`src/rtl/button_press_qualifier_macros.svh`:
```
// assertion macros for the button press qualifier
// used by the top level, no other dependencies
`ifndef BUTTON_PRESS_QUALIFIER_MACROS_SVH
`define BUTTON_PRESS_QUALIFIER_MACROS_SVH

// same-cycle implication, checked outside reset
`define BPQ_ASSERT_NOW(label, clk, rst_n, ante, cons, msg) \
  label: assert property (@(posedge clk) disable iff (!rst_n) (ante) |-> (cons)) \
    else $error(msg);

// next-cycle implication, checked outside reset
`define BPQ_ASSERT_NEXT(label, clk, rst_n, ante, cons, msg) \
  label: assert property (@(posedge clk) disable iff (!rst_n) (ante) |=> (cons)) \
    else $error(msg);

`endif

```
`src/rtl/bpq_pkg.sv`:
```
// shared types, register indexes and reset values of the button press qualifier
// no dependencies
package bpq_pkg;

  localparam int TIME_BITS_DEF = 32;
  localparam int NOW_W         = 32;
  localparam int DEB_W         = 16;
  localparam int CFG_IDX_W     = 3;
  localparam int CFG_DATA_W    = 32;

  localparam logic [CFG_IDX_W-1:0] REG_ACTIVE_LOW    = 3'd0;
  localparam logic [CFG_IDX_W-1:0] REG_DEBOUNCE_MS   = 3'd1;
  localparam logic [CFG_IDX_W-1:0] REG_LONG_ENABLE   = 3'd2;
  localparam logic [CFG_IDX_W-1:0] REG_LONG_HOLD_MS  = 3'd3;
  localparam logic [CFG_IDX_W-1:0] REG_DOUBLE_ENABLE = 3'd4;
  localparam logic [CFG_IDX_W-1:0] REG_DOUBLE_HOLD   = 3'd5;
  localparam logic [CFG_IDX_W-1:0] REG_DOUBLE_WINDOW = 3'd6;

  localparam logic             RST_ACTIVE_LOW  = 1'b1;
  localparam logic [DEB_W-1:0] RST_DEBOUNCE_MS = 16'd50;

  typedef struct packed {
    logic             active_low;
    logic [DEB_W-1:0] debounce_ms;
    logic             long_enable;
    logic [NOW_W-1:0] long_hold_ms;
    logic             double_enable;
    logic [NOW_W-1:0] double_hold_ms;
    logic [NOW_W-1:0] double_window_ms;
  } bpq_cfg_t;

  typedef struct packed {
    logic press_pulse;
    logic long_pulse;
    logic double_long_pulse;
    logic held;
  } bpq_res_t;

endpackage

```
`src/rtl/button_press_qualifier.sv`:
```
// button press qualifier top level: input register, poll logic, result register
// depends on bpq_pkg, bpq_cfg, bpq_core and button_press_qualifier_macros.svh
//
// usage
// - input channel in_valid/in_stall carries one poll request: in_pin_level, in_now_ms
// - result channel out_valid/out_stall returns one result request per poll:
//   out_press_pulse, out_long_pulse, out_double_long_pulse, out_held
// - configuration is a write port (cfg_wr_en, cfg_index, cfg_wdata), written while idle;
//   indexes beyond the last register are ignored
// - a poll waits in the input register, and its result is captured in the result register when it advances
// - throughput: one poll per cycle while out_stall is low; the poll logic between the
//   input register and the result register is combinational and updates the button state as a poll advances
// - reset (rst_n low, synchronous) clears both stages, the button state and loads
//   register defaults (active low polarity, 50 ms debounce, detectors off)
// - a stalled result holds; the input register keeps filling until both stages are
//   full, then in_stall follows out_stall
`include "button_press_qualifier_macros.svh"

module button_press_qualifier #(
  parameter int TIME_BITS = bpq_pkg::TIME_BITS_DEF
) (
  input  logic                           clk,
  input  logic                           rst_n,
  input  logic                           in_valid,
  output logic                           in_stall,
  input  logic                           in_pin_level,
  input  logic [bpq_pkg::NOW_W-1:0]      in_now_ms,
  output logic                           out_valid,
  input  logic                           out_stall,
  output logic                           out_press_pulse,
  output logic                           out_long_pulse,
  output logic                           out_double_long_pulse,
  output logic                           out_held,
  input  logic                           cfg_wr_en,
  input  logic [bpq_pkg::CFG_IDX_W-1:0]  cfg_index,
  input  logic [bpq_pkg::CFG_DATA_W-1:0] cfg_wdata
);
  import bpq_pkg::*;

  bpq_cfg_t         cfg;
  bpq_res_t         res;
  logic             stage_vld_r;
  logic             stage_level_r;
  logic [NOW_W-1:0] stage_now_r;
  logic             out_vld_r;
  bpq_res_t         out_res_r;
  logic             advance;
  logic             in_take;

  assign advance  = stage_vld_r && (!out_vld_r || !out_stall);
  assign in_stall = stage_vld_r && !advance;
  assign in_take  = in_valid && !in_stall;

  bpq_cfg u_cfg (
    .clk       (clk),
    .rst_n     (rst_n),
    .cfg_wr_en (cfg_wr_en),
    .cfg_index (cfg_index),
    .cfg_wdata (cfg_wdata),
    .cfg       (cfg)
  );

  bpq_core #(
    .TIME_BITS (TIME_BITS)
  ) u_core (
    .clk       (clk),
    .rst_n     (rst_n),
    .step      (advance),
    .pin_level (stage_level_r),
    .now_ms    (stage_now_r),
    .cfg       (cfg),
    .res       (res)
  );

  // input register
  always_ff @(posedge clk) begin
    if (!rst_n) begin
      stage_vld_r <= 1'b0;
    end else if (in_take) begin
      stage_vld_r <= 1'b1;
    end else if (advance) begin
      stage_vld_r <= 1'b0;
    end
  end

  always_ff @(posedge clk) begin
    if (in_take) begin
      stage_level_r <= in_pin_level;
      stage_now_r   <= in_now_ms;
    end
  end

  // result register
  always_ff @(posedge clk) begin
    if (!rst_n) begin
      out_vld_r <= 1'b0;
    end else if (advance) begin
      out_vld_r <= 1'b1;
    end else if (!out_stall) begin
      out_vld_r <= 1'b0;
    end
  end

  always_ff @(posedge clk) begin
    if (advance) begin
      out_res_r <= res;
    end
  end

  assign out_valid             = out_vld_r;
  assign out_press_pulse       = out_res_r.press_pulse;
  assign out_long_pulse        = out_res_r.long_pulse;
  assign out_double_long_pulse = out_res_r.double_long_pulse;
  assign out_held              = out_res_r.held;

  `BPQ_ASSERT_NOW(a_press_held, clk, rst_n, out_vld_r && out_res_r.press_pulse, out_res_r.held, "press pulse without held")
  `BPQ_ASSERT_NOW(a_long_held, clk, rst_n, out_vld_r && out_res_r.long_pulse, out_res_r.held, "long pulse without held")
  `BPQ_ASSERT_NOW(a_double_held, clk, rst_n, out_vld_r && out_res_r.double_long_pulse, out_res_r.held, "double long pulse without held")
  `BPQ_ASSERT_NEXT(a_stall_holds, clk, rst_n, in_stall, stage_vld_r && out_vld_r, "stall with an empty stage")

endmodule

```
`src/rtl/bpq_cfg.sv`:
```
// configuration register file of the button press qualifier
// depends on bpq_pkg
module bpq_cfg (
  input  logic                               clk,
  input  logic                               rst_n,
  input  logic                               cfg_wr_en,
  input  logic [bpq_pkg::CFG_IDX_W-1:0]      cfg_index,
  input  logic [bpq_pkg::CFG_DATA_W-1:0]     cfg_wdata,
  output bpq_pkg::bpq_cfg_t                  cfg
);
  import bpq_pkg::*;

  bpq_cfg_t cfg_r;

  always_ff @(posedge clk) begin
    if (!rst_n) begin
      cfg_r.active_low       <= RST_ACTIVE_LOW;
      cfg_r.debounce_ms      <= RST_DEBOUNCE_MS;
      cfg_r.long_enable      <= 1'b0;
      cfg_r.long_hold_ms     <= '0;
      cfg_r.double_enable    <= 1'b0;
      cfg_r.double_hold_ms   <= '0;
      cfg_r.double_window_ms <= '0;
    end else if (cfg_wr_en) begin
      unique case (cfg_index)
        REG_ACTIVE_LOW:    cfg_r.active_low       <= cfg_wdata[0];
        REG_DEBOUNCE_MS:   cfg_r.debounce_ms      <= cfg_wdata[DEB_W-1:0];
        REG_LONG_ENABLE:   cfg_r.long_enable      <= cfg_wdata[0];
        REG_LONG_HOLD_MS:  cfg_r.long_hold_ms     <= cfg_wdata[NOW_W-1:0];
        REG_DOUBLE_ENABLE: cfg_r.double_enable    <= cfg_wdata[0];
        REG_DOUBLE_HOLD:   cfg_r.double_hold_ms   <= cfg_wdata[NOW_W-1:0];
        REG_DOUBLE_WINDOW: cfg_r.double_window_ms <= cfg_wdata[NOW_W-1:0];
        default: ;
      endcase
    end
  end

  assign cfg = cfg_r;

endmodule

```
`src/rtl/bpq_core.sv`:
```
// per-poll debounce, long-press and double-long-press logic with its state
// depends on bpq_pkg
module bpq_core #(
  parameter int TIME_BITS = bpq_pkg::TIME_BITS_DEF
) (
  input  logic                        clk,
  input  logic                        rst_n,
  input  logic                        step,
  input  logic                        pin_level,
  input  logic [bpq_pkg::NOW_W-1:0]   now_ms,
  input  bpq_pkg::bpq_cfg_t           cfg,
  output bpq_pkg::bpq_res_t           res
);
  import bpq_pkg::*;

  localparam int TW = TIME_BITS;
  localparam int CW = (TIME_BITS > NOW_W) ? TIME_BITS : NOW_W;

  typedef enum logic [1:0] {DS_IDLE, DS_FIRST, DS_WAIT, DS_SECOND} dual_state_t;

  logic          prev_r, prev_nxt;
  logic [TW-1:0] change_r, change_nxt;
  logic          latched_r, latched_nxt;
  logic [TW-1:0] hold_r, hold_nxt;
  logic          long_done_r, long_done_nxt;
  dual_state_t   ds_r, ds_nxt;
  logic [TW-1:0] dstart_r, dstart_nxt;
  logic [TW-1:0] drel_r, drel_nxt;
  logic          fhm_r, fhm_nxt;

  logic [CW-1:0] now_ext;
  logic [TW-1:0] now_t;
  logic          pressed;
  logic [TW-1:0] el_chg, el_hold, el_dual, el_rel;
  logic          deb_ok;
  logic          p_pulse, l_pulse, d_pulse;

  assign now_ext = CW'(now_ms);
  assign now_t   = now_ext[TW-1:0];

  always_comb begin
    pressed       = cfg.active_low ? ~pin_level : pin_level;
    prev_nxt      = pressed;
    change_nxt    = change_r;
    hold_nxt      = hold_r;
    long_done_nxt = long_done_r;
    latched_nxt   = latched_r;
    ds_nxt        = ds_r;
    dstart_nxt    = dstart_r;
    drel_nxt      = drel_r;
    fhm_nxt       = fhm_r;
    p_pulse       = 1'b0;
    l_pulse       = 1'b0;
    d_pulse       = 1'b0;

    // raw change of the pressed value
    if (pressed != prev_r) begin
      change_nxt    = now_t;
      hold_nxt      = pressed ? now_t : '0;
      long_done_nxt = 1'b0;
    end

    el_chg = now_t - change_nxt;
    deb_ok = CW'(el_chg) > CW'(cfg.debounce_ms);

    if (pressed && !latched_r && deb_ok) begin
      latched_nxt = 1'b1;
      p_pulse     = 1'b1;
      if (cfg.double_enable) begin
        if (ds_r == DS_IDLE) begin
          ds_nxt     = DS_FIRST;
          dstart_nxt = now_t;
          fhm_nxt    = 1'b0;
        end else if (ds_r == DS_WAIT) begin
          ds_nxt     = DS_SECOND;
          dstart_nxt = now_t;
        end else begin
          ds_nxt = DS_IDLE;
        end
      end
    end else if (!pressed && latched_r && deb_ok) begin
      latched_nxt = 1'b0;
      if (cfg.double_enable) begin
        if (ds_r == DS_FIRST) begin
          if (fhm_r) begin
            ds_nxt   = DS_WAIT;
            drel_nxt = now_t;
          end else begin
            ds_nxt = DS_IDLE;
          end
        end else if (ds_r == DS_SECOND) begin
          ds_nxt = DS_IDLE;
        end
      end
    end

    el_hold = now_t - hold_nxt;
    if (pressed && latched_nxt && !long_done_nxt && cfg.long_enable &&
        (cfg.long_hold_ms != '0) && (CW'(el_hold) >= CW'(cfg.long_hold_ms))) begin
      long_done_nxt = 1'b1;
      l_pulse       = 1'b1;
    end

    el_dual = now_t - dstart_nxt;
    el_rel  = now_t - drel_nxt;
    if (cfg.double_enable && (cfg.double_hold_ms != '0)) begin
      if (latched_nxt) begin
        if (ds_nxt == DS_FIRST && !fhm_nxt &&
            CW'(el_dual) >= CW'(cfg.double_hold_ms)) begin
          fhm_nxt = 1'b1;
        end
        if (ds_nxt == DS_SECOND && CW'(el_dual) >= CW'(cfg.double_hold_ms)) begin
          ds_nxt  = DS_IDLE;
          d_pulse = 1'b1;
        end
      end else if (ds_nxt == DS_WAIT && (cfg.double_window_ms != '0) &&
                   CW'(el_rel) >= CW'(cfg.double_window_ms)) begin
        ds_nxt = DS_IDLE;
      end
    end
  end

  always_ff @(posedge clk) begin
    if (!rst_n) begin
      prev_r      <= 1'b0;
      change_r    <= '0;
      latched_r   <= 1'b0;
      hold_r      <= '0;
      long_done_r <= 1'b0;
      ds_r        <= DS_IDLE;
      dstart_r    <= '0;
      drel_r      <= '0;
      fhm_r       <= 1'b0;
    end else if (step) begin
      prev_r      <= prev_nxt;
      change_r    <= change_nxt;
      latched_r   <= latched_nxt;
      hold_r      <= hold_nxt;
      long_done_r <= long_done_nxt;
      ds_r        <= ds_nxt;
      dstart_r    <= dstart_nxt;
      drel_r      <= drel_nxt;
      fhm_r       <= fhm_nxt;
    end
  end

  assign res.press_pulse       = p_pulse;
  assign res.long_pulse        = l_pulse;
  assign res.double_long_pulse = d_pulse;
  assign res.held              = latched_nxt;

endmodule
```
`config.mk`:
```
export PLATFORM = sky130hd
export DESIGN_NAME = button_press_qualifier
export DESIGN_NICKNAME = d
export VERILOG_FILES = /design/src/rtl/bpq_pkg.sv /design/src/rtl/button_press_qualifier.sv /design/src/rtl/bpq_cfg.sv /design/src/rtl/bpq_core.sv
export VERILOG_INCLUDE_DIRS = /design/src /design/src/rtl
export SDC_FILE = /design/constraint.sdc
export NUM_CORES = 1
export LEC_CHECK = 0
export ABC_AREA = 1
export BUFFER_PORTS_ARGS = -buffer_cell sky130_fd_sc_hd__buf_4
export CORE_MARGIN = 2
export CORE_UTILIZATION = 45
export CTS_BUF_LIST = sky130_fd_sc_hd__clkbuf_8 sky130_fd_sc_hd__clkbuf_16
export DETAILED_ROUTE_END_ITERATION = 10
export PLACE_DENSITY = 0.67
export REMOVE_ABC_BUFFERS = 1
export SLEW_MARGIN = 15
export SYNTH_ARGS = -nofsm -noshare
export SYNTH_HDL_FRONTEND = slang
export SYNTH_SLANG_ARGS = --single-unit
export TNS_END_PERCENT = 1
```
`constraint.sdc`:
```
create_clock -name clk -period 9.5 [get_ports clk]
set_input_delay 0.475 -clock clk [delete_from_list [all_inputs] [get_ports clk]]
set_output_delay 0.475 -clock clk [all_outputs]
set_load 0.01 [all_outputs]
```
======== Yosys cells after proc, flatten, opt, wreduce, memory -nomap -nowiden ========
Index checks and enable logic that the tools add are counted.
word-level totals
  register bits after elaboration ......... 288
  bits in latches ......................... 0
  bits in writable memories ............... 0
  bits in read-only memories .............. 0
  input bits .............................. 73
  output and inout bits ................... 6
  logic and storage cells ................. 131
  memories ................................ 0
cells by class
  $add $sub $neg .......................... 4
  $mul .................................... 0
  div/mod/pow operators ................... 0
  magnitude comparators ................... 4
  equality and inequality tests ........... 14
  shifts and indexed selects .............. 0
  mux-type cells .......................... 43
  bitwise logic cells ..................... 1
  reductions and logical operators ........ 41
operator list
  kind                                                   number
  two-way mux 32 bit                                     12
  subtractor 32 bit                                      4
  greater-or-equal comparator 32 bit                     3
  nonzero test 32 bit                                    3
  > comparator 32 x 16 -> 1 bit                          1
  two-way mux 2 bit                                      13
  logical AND 1 bit                                      18
  two-way mux 1 bit                                      18
  AND reduction 2 bit                                    8
  equality test 3 bit, second input constant             3
  equality test 2 bit, second input constant             4
  zero test 1 bit                                        8
  equality test 3 x 2 -> 1 bit, second input constant    2
  equality test 2 x 1 -> 1 bit, second input constant    2
  equality test 3 x 1 -> 1 bit, second input constant    1
  zero test 3 bit                                        1
  zero test 2 bit                                        1
  inequality test 2 x 1 -> 1 bit, second input constant  1
  nonzero test 2 bit                                     1
  logical OR 1 bit                                       1
  inequality test 1 bit                                  1
  NOT 1 bit                                              1

======== Logic depth before layout (Yosys ltp) ========
  depth in word-level cells ............... 15
  depth in mapped cells ................... 65
  gate-level depth less buffers ........... 62

======== Cells and area by module ========
From an unflattened synthesis, not the netlist that was laid out.
second synthesis, totals
  cell total of the unflattened synthesis .. 3,300
  area, all modules ....................... 22,046.1 sq um
by module, submodules not included
  module                  times used  cells an instance  area an instance (sq um)  sequential area each (sq um)
  bpq_core                1           2,581              16,190.5                  2,682.6
  bpq_cfg                 1           669                4,649.5                   2,302.2
  button_press_qualifier  1           50                 1,206.2                   1,151.1

======== Worst setup path after synthesis ========
No wires, ideal clock.
  path kind ............................... register to register
  from .................................... reg stage_level_r
  to ...................................... reg out_res_r (netlist bit out_double_long_pulse) (data pin)
  library setup time ...................... 0.254 ns
  arrival ................................. 7.927 ns
  data required time ...................... 9.246 ns
  slack ................................... 1.319 ns
  stages on the path, launching flop included .. 62
  path buffers ............................ 4
  clock period less this slack ............ 8.181 ns
  cell sequence ........................... edfxtp_1 -> nand2_1 -> nand3_4 -> nand2_2 -> buf_6 -> clkbuf_1 -> clkbuf_1 -> nand2_1 -> o21ai_0 -> ha_1 -> nand2_1 -> inv_1 -> nand2_1 -> nand2_1 -> a21oi_1 -> nand2_1 -> xor2_1 -> ha_1 -> (+26 left out) -> o21ai_1 -> a21boi_0 -> o21ai_1 -> a21boi_1 -> o21ai_1 -> a21boi_1 -> o21ai_1 -> a21boi_1 -> xnor2_1 -> ha_1 -> nand2_1 -> nor2_1 -> a211oi_1 -> o221ai_1 -> a21oi_1 -> nor2_1 -> nand3_1 -> inv_1
on the way
  cells in the longest elaborated chain, start to end .. 12
  elaborated cells on any way between the ends .. 22
  classes of those cells .................. add/sub (2); order compare (2); eq/ne (2); mux (8); bitwise (1); reduce/logical (7)
ends and longest elaborated chain
  what                                    RTL line                       source
  start, declared                         button_press_qualifier.sv:43   logic stage_level_r;
  start signal, assigned                  button_press_qualifier.sv:88   stage_level_r <= in_pin_level;
  NOT 1 bit                               bpq_core.sv:42                 pressed = cfg.active_low ? ~pin_level : pin_level;
  two-way mux 1 bit (*)                   bpq_core.sv:42
  inequality test 1 bit                   bpq_core.sv:57                 if (pressed != prev_r) begin
  two-way mux 32 bit                      bpq_core.sv:57
  subtractor 32 bit                       bpq_core.sv:63                 el_chg = now_t - change_nxt;
  > comparator 32 x 16 -> 1 bit           bpq_core.sv:64                 deb_ok = CW'(el_chg) > CW'(cfg.debounce_ms);
  logical AND 1 bit (*)                   bpq_core.sv:66                 if (pressed && !latched_r && deb_ok) begin
  two-way mux 32 bit (*)                  bpq_core.sv:66
  net u_core.dstart_nxt[0]                bpq_core.sv:27                 logic [TW-1:0] dstart_r, dstart_nxt;
  subtractor 32 bit (*)                   bpq_core.sv:104                el_dual = now_t - dstart_nxt;
  greater-or-equal comparator 32 bit (*)  bpq_core.sv:112                if (ds_nxt == DS_SECOND && CW'(el_dual) >= CW'(cfg.double_hold_ms)) begin
  logical AND 1 bit (*)                   bpq_core.sv:112
  two-way mux 1 bit (*)                   bpq_core.sv:112
  end signal, assigned                    button_press_qualifier.sv:106  out_res_r <= res;
  end, declared                           button_press_qualifier.sv:46   bpq_res_t out_res_r;
The timed path passes the listed nets; every way through them passes the cells marked *.
A chain may end at the register's enable or synchronous reset.

======== Final worst setup path ========
  from .................................... reg stage_level_r
  to ...................................... reg u_core.ds_r[1]
on the way
  elaborated cells on any way between the ends .. 31
  classes of those cells .................. add/sub (3); order compare (3); eq/ne (3); mux (13); bitwise (1); reduce/logical (8)
RTL lines
  what                                    RTL line         source
  NOT 1 bit                               bpq_core.sv:42
  two-way mux 1 bit (*)                   bpq_core.sv:42
  inequality test 1 bit (*)               bpq_core.sv:57
  two-way mux 32 bit (*)                  bpq_core.sv:57
  net u_core.change_nxt[0]                bpq_core.sv:22   logic [TW-1:0] change_r, change_nxt;
  subtractor 32 bit (*)                   bpq_core.sv:63
  > comparator 32 x 16 -> 1 bit (*)       bpq_core.sv:64
  logical AND 1 bit (*)                   bpq_core.sv:66
  two-way mux 32 bit (*)                  bpq_core.sv:66
  net u_core.dstart_nxt[0]                bpq_core.sv:27
  subtractor 32 bit (*)                   bpq_core.sv:104
  greater-or-equal comparator 32 bit (*)  bpq_core.sv:112
  logical AND 1 bit (*)                   bpq_core.sv:112
  two-way mux 2 bit (*)                   bpq_core.sv:112
  two-way mux 2 bit (*)                   bpq_core.sv:107  if (latched_nxt) begin
  two-way mux 2 bit (*)                   bpq_core.sv:106  if (cfg.double_enable && (cfg.double_hold_ms != '0)) begin
  end signal, assigned                    bpq_core.sv:140  ds_r <= ds_nxt;
  end, declared                           bpq_core.sv:26   dual_state_t ds_r, ds_nxt;
Marks and branches as above.

==> flow_summary.yaml <==
status:
  status: "completed"
hold_path:
  hold_start: "in_now_ms[16]"
  hold_depth: 1
  hold_path_class: "input port to flip-flop"
  hold_path_end: "stage_now_r[16]"
synth:
  syn_area_sq_mm: 0.0207
  synth_xor_area_frac: 0.0441
  ys_types: 56
  synth_seq_area_share: 0.297
  postSynthCellCount: 2969
  synthMuxAreaShare: 0
  ys.warnings.count: 0
  syn_avg_cell_area_sq_um: 6.96
  synth-compound-area-share: 0.226
  ys_ff_latch: 288
  synth_top_family_by_area: "compound AO/OA/AOI/OAI gates"
  synth_fa_ha_area_frac: 0.140
  synth_simple_gate_area_share: 0.197
die:
  coreArea_sq_mm: 0.0454
  die_w_um: 218
  ios: 79
  die_y_um: 218
  die_area_sq_mm: 0.0477
  row_count: 78
  start_util: 0.456
place:
  routabilityCongestion: 0.951
  placed_area_sq_mm: 0.0218
  dp_hpwl_um: 52300
  port_buffers: 78
  post-place-ws_ns: 0.119
  dpl.cell_count: 3569
worst_setup_path:
  end_kind: "flip-flop"
  rrSetupSlack_ns: 0.82
  r2r_cells: 60
  crit_fanout: 13
  slowest_delay_ns: 0.43
  rr_startpoint: "stage_level_r"
  cp.required_ns: 9.97
  timing.critical_path.buf_inv: 8
  cp.arrival_ns: 9.15
  cp.depth: 60
  r2r_end: "u_core.ds_r[1]"
  start_kind: "flip-flop"
  cpMostUsedCell: "nand2_1"
  crit_family: "simple AND/OR/NAND/NOR gates"
  crit_type: "flip-flop to flip-flop"
  crit_slowest_cell: "edfxtp_1"
final_layout:
  postLayoutCellArea_sq_mm: 0.0231
  diodes: 0
  fill_cells: 4506
  nNetsFinal: 3317
  area_growth_pct: 11.9
  fin_cells: 3639
  drive_gt1_frac: 0.0717
clock_tree:
  htreeDepth: 2
  root_buffer: "clkbuf_16"
  clk_transition_reported_paths_ns: 0.06
  clk_latency_ns: 0.56
  cts_tree: "built"
  clockBufferDepth: 3
  clkSinkCount: 288
  cts_buffers: 36
global_route:
  grt_max_degree: 108
  grt_pass1_vias: 18794
  grt_pass1_wl_um: 103000
  overflow: 0
  grt_use_total: 0.278
  antenna_found_initial: 0
drt:
  drt_iter0_drc: 1433
  dr.pass1.iters: 5
  vias: 20044
  ant_nets: 0
  drc: 0
  wire_per_inst_um: 18.4
  via_per_inst: 5.51
  routed_wl_um: 66800
pwr:
  p_leak_nw: 10.0
  cellPowerDensity_mw_per_mm2: 182
  ir_worst_vdd_uv: 160
sta:
  fin_ws_ns: 0.823
  maxSlewHeadroom: 0.346
  slew_viol_final: 0
  hold_viol: 0
  max_freq_ghz: 0.115
  skew_ns: 0.0146
  worstMarginPinSlew_ns: 0.971
  post-route-min-period_ns: 8.68
  setup_violations: 0
  fin_crit_sh: 0.913
run:
  timing.max_cap.violations: 0
-- final cells by class --
type | instances | area, sq um | area share
Inverter | 414 | 1560 | 0.0674
Multi-Input combinational cell | 2163 | 12600 | 0.546
Timing Repair Buffer | 112 | 868 | 0.0375
Tap cell | 600 | 751 | 0.0324
Clock inverter | 20 | 174 | 0.00752
Clock buffer | 42 | 1020 | 0.0440
Sequential cell | 288 | 6140 | 0.265
-- power by group --
part / switching [mW] / leakage (nW) / internal, mW
registers: 0.0506 / 2.41 / 1.30
logic: 0.923 / 7.00 / 0.540
clock network: 0.567 / 0.619 / 0.843
-- synth_stat cells, drive strengths merged --
library cell  number  area, sq um
a211oi            37          278
a21boi            17          131
a21o               5         37.5
a21oi            380         1910
a221oi             1         8.76
a311o              1         10.0
a31oi             10         62.6
and3               1         6.26
buf               24          141
clkbuf            80          300
clkinv             3         11.3
dfxtp            251         5020
edfxtp            37         1110
fa                 3         60.1
ha               226         2830
inv              411         1550
nand2            594         2240
nand2b             1         6.26
nand3             87          463
nand3b             5         57.6
nand4             43          284
nor2             164          621
nor3              32          170
nor3b              1         7.51
nor4              32          200
o211ai            25          198
o21a               4         30.0
o21ai            370         1860
o21bai             9         71.3
o221a              2         22.5
o221ai             2         17.5
o31ai              5         37.5
o41ai              1         8.76
or2                1         6.26
xnor2             34          298
xor2              70          613
-- per-layer routing --
metal  vias to the layer above  track usage  wire length, um
met5                         -            0                0
met4                         0        0.155             3880
met3                       142       0.0320             3060
li1                      10099            -                -
met2                       491        0.467            31000
met1                      9312        0.344            28800
-- stage by stage --
stage | hold WS, ns | TNS (ns) | total power [mW] | utilization
after floorplan | 0.435 | -4.20 | 2.36 | -
after global placement | 0.453 | 0 | 2.77 | 0.480
after detailed placement | 0.456 | 0 | 2.80 | 0.480
after CTS | 0.0629 | 0 | 4.22 | 0.506
after global routing | 0.0784 | -0.0134 | 4.49 | 0.510
final | 0.0891 | 0 | 4.22 | 0.510
-- kinds of logic after synthesis --
| kind of cell | count (synthesis) |
|---|---|
| simple gates | 961 |
| compound gates | 869 |
| buf+inv | 518 |
| flops | 288 |
| fa+ha+maj | 229 |
| xor+xnor | 104 |
-- worst max path at each step --
stage	start	to
6_report	stage_level_r	u_core.ds_r[1]
5_1_grt	stage_level_r	u_core.ds_r[1]
4_1_cts	stage_level_r	u_core.ds_r[1]
3_5_place_dp	stage_level_r	u_core.ds_r[1]
3_3_place_gp	stage_level_r	u_core.ds_r[1]
2_1_floorplan	out_stall	u_core.long_done_r
-- placed cells by master (no fill, tap or decap), types with 31 or more instances in the layout --
| cell | n |
|---|---|
| nor4_1 | 31 |
| nand3_1 | 83 |
| o21ai_0 | 312 |
| edfxtp_1 | 37 |
| clkbuf_16 | 39 |
| ha_1 | 226 |
| buf_4 | 109 |
| a21oi_1 | 378 |
| inv_1 | 411 |
| xnor2_1 | 34 |
| nand4_1 | 42 |
| dfxtp_1 | 251 |
| o21ai_1 | 51 |
| a211oi_1 | 37 |
| xor2_1 | 70 |
| nor2_1 | 160 |
| nand2_1 | 589 |
-- state kept, by name, summed over array words and instances (netlist names) --
register / count
out_double_long_pulse: 1
u_core.change_r: 32
u_core.fhm_r: 1
u_core.latched_r: 1
out_press_pulse: 1
stage_level_r: 1
out_held: 1
u_core.prev_r: 1
out_valid: 1
stage_now_r: 32
u_core.dstart_r: 32
out_long_pulse: 1
u_core.drel_r: 32
u_core.long_done_r: 1
u_core.hold_r: 32
u_cfg.cfg: 115
stage_vld_r: 1
u_core.ds_r: 2
-- what timing repair did --
| item | CTS | global route |
|---|---|---|
| hold buffers | 0 | 0 |
| buffers inserted | 0 | 7 |
| endpoints found under the setup margin | 0 | 4 |
| gates resized for setup | 0 | 24 |
Note: power is estimated with default switching activity, not from simulation.
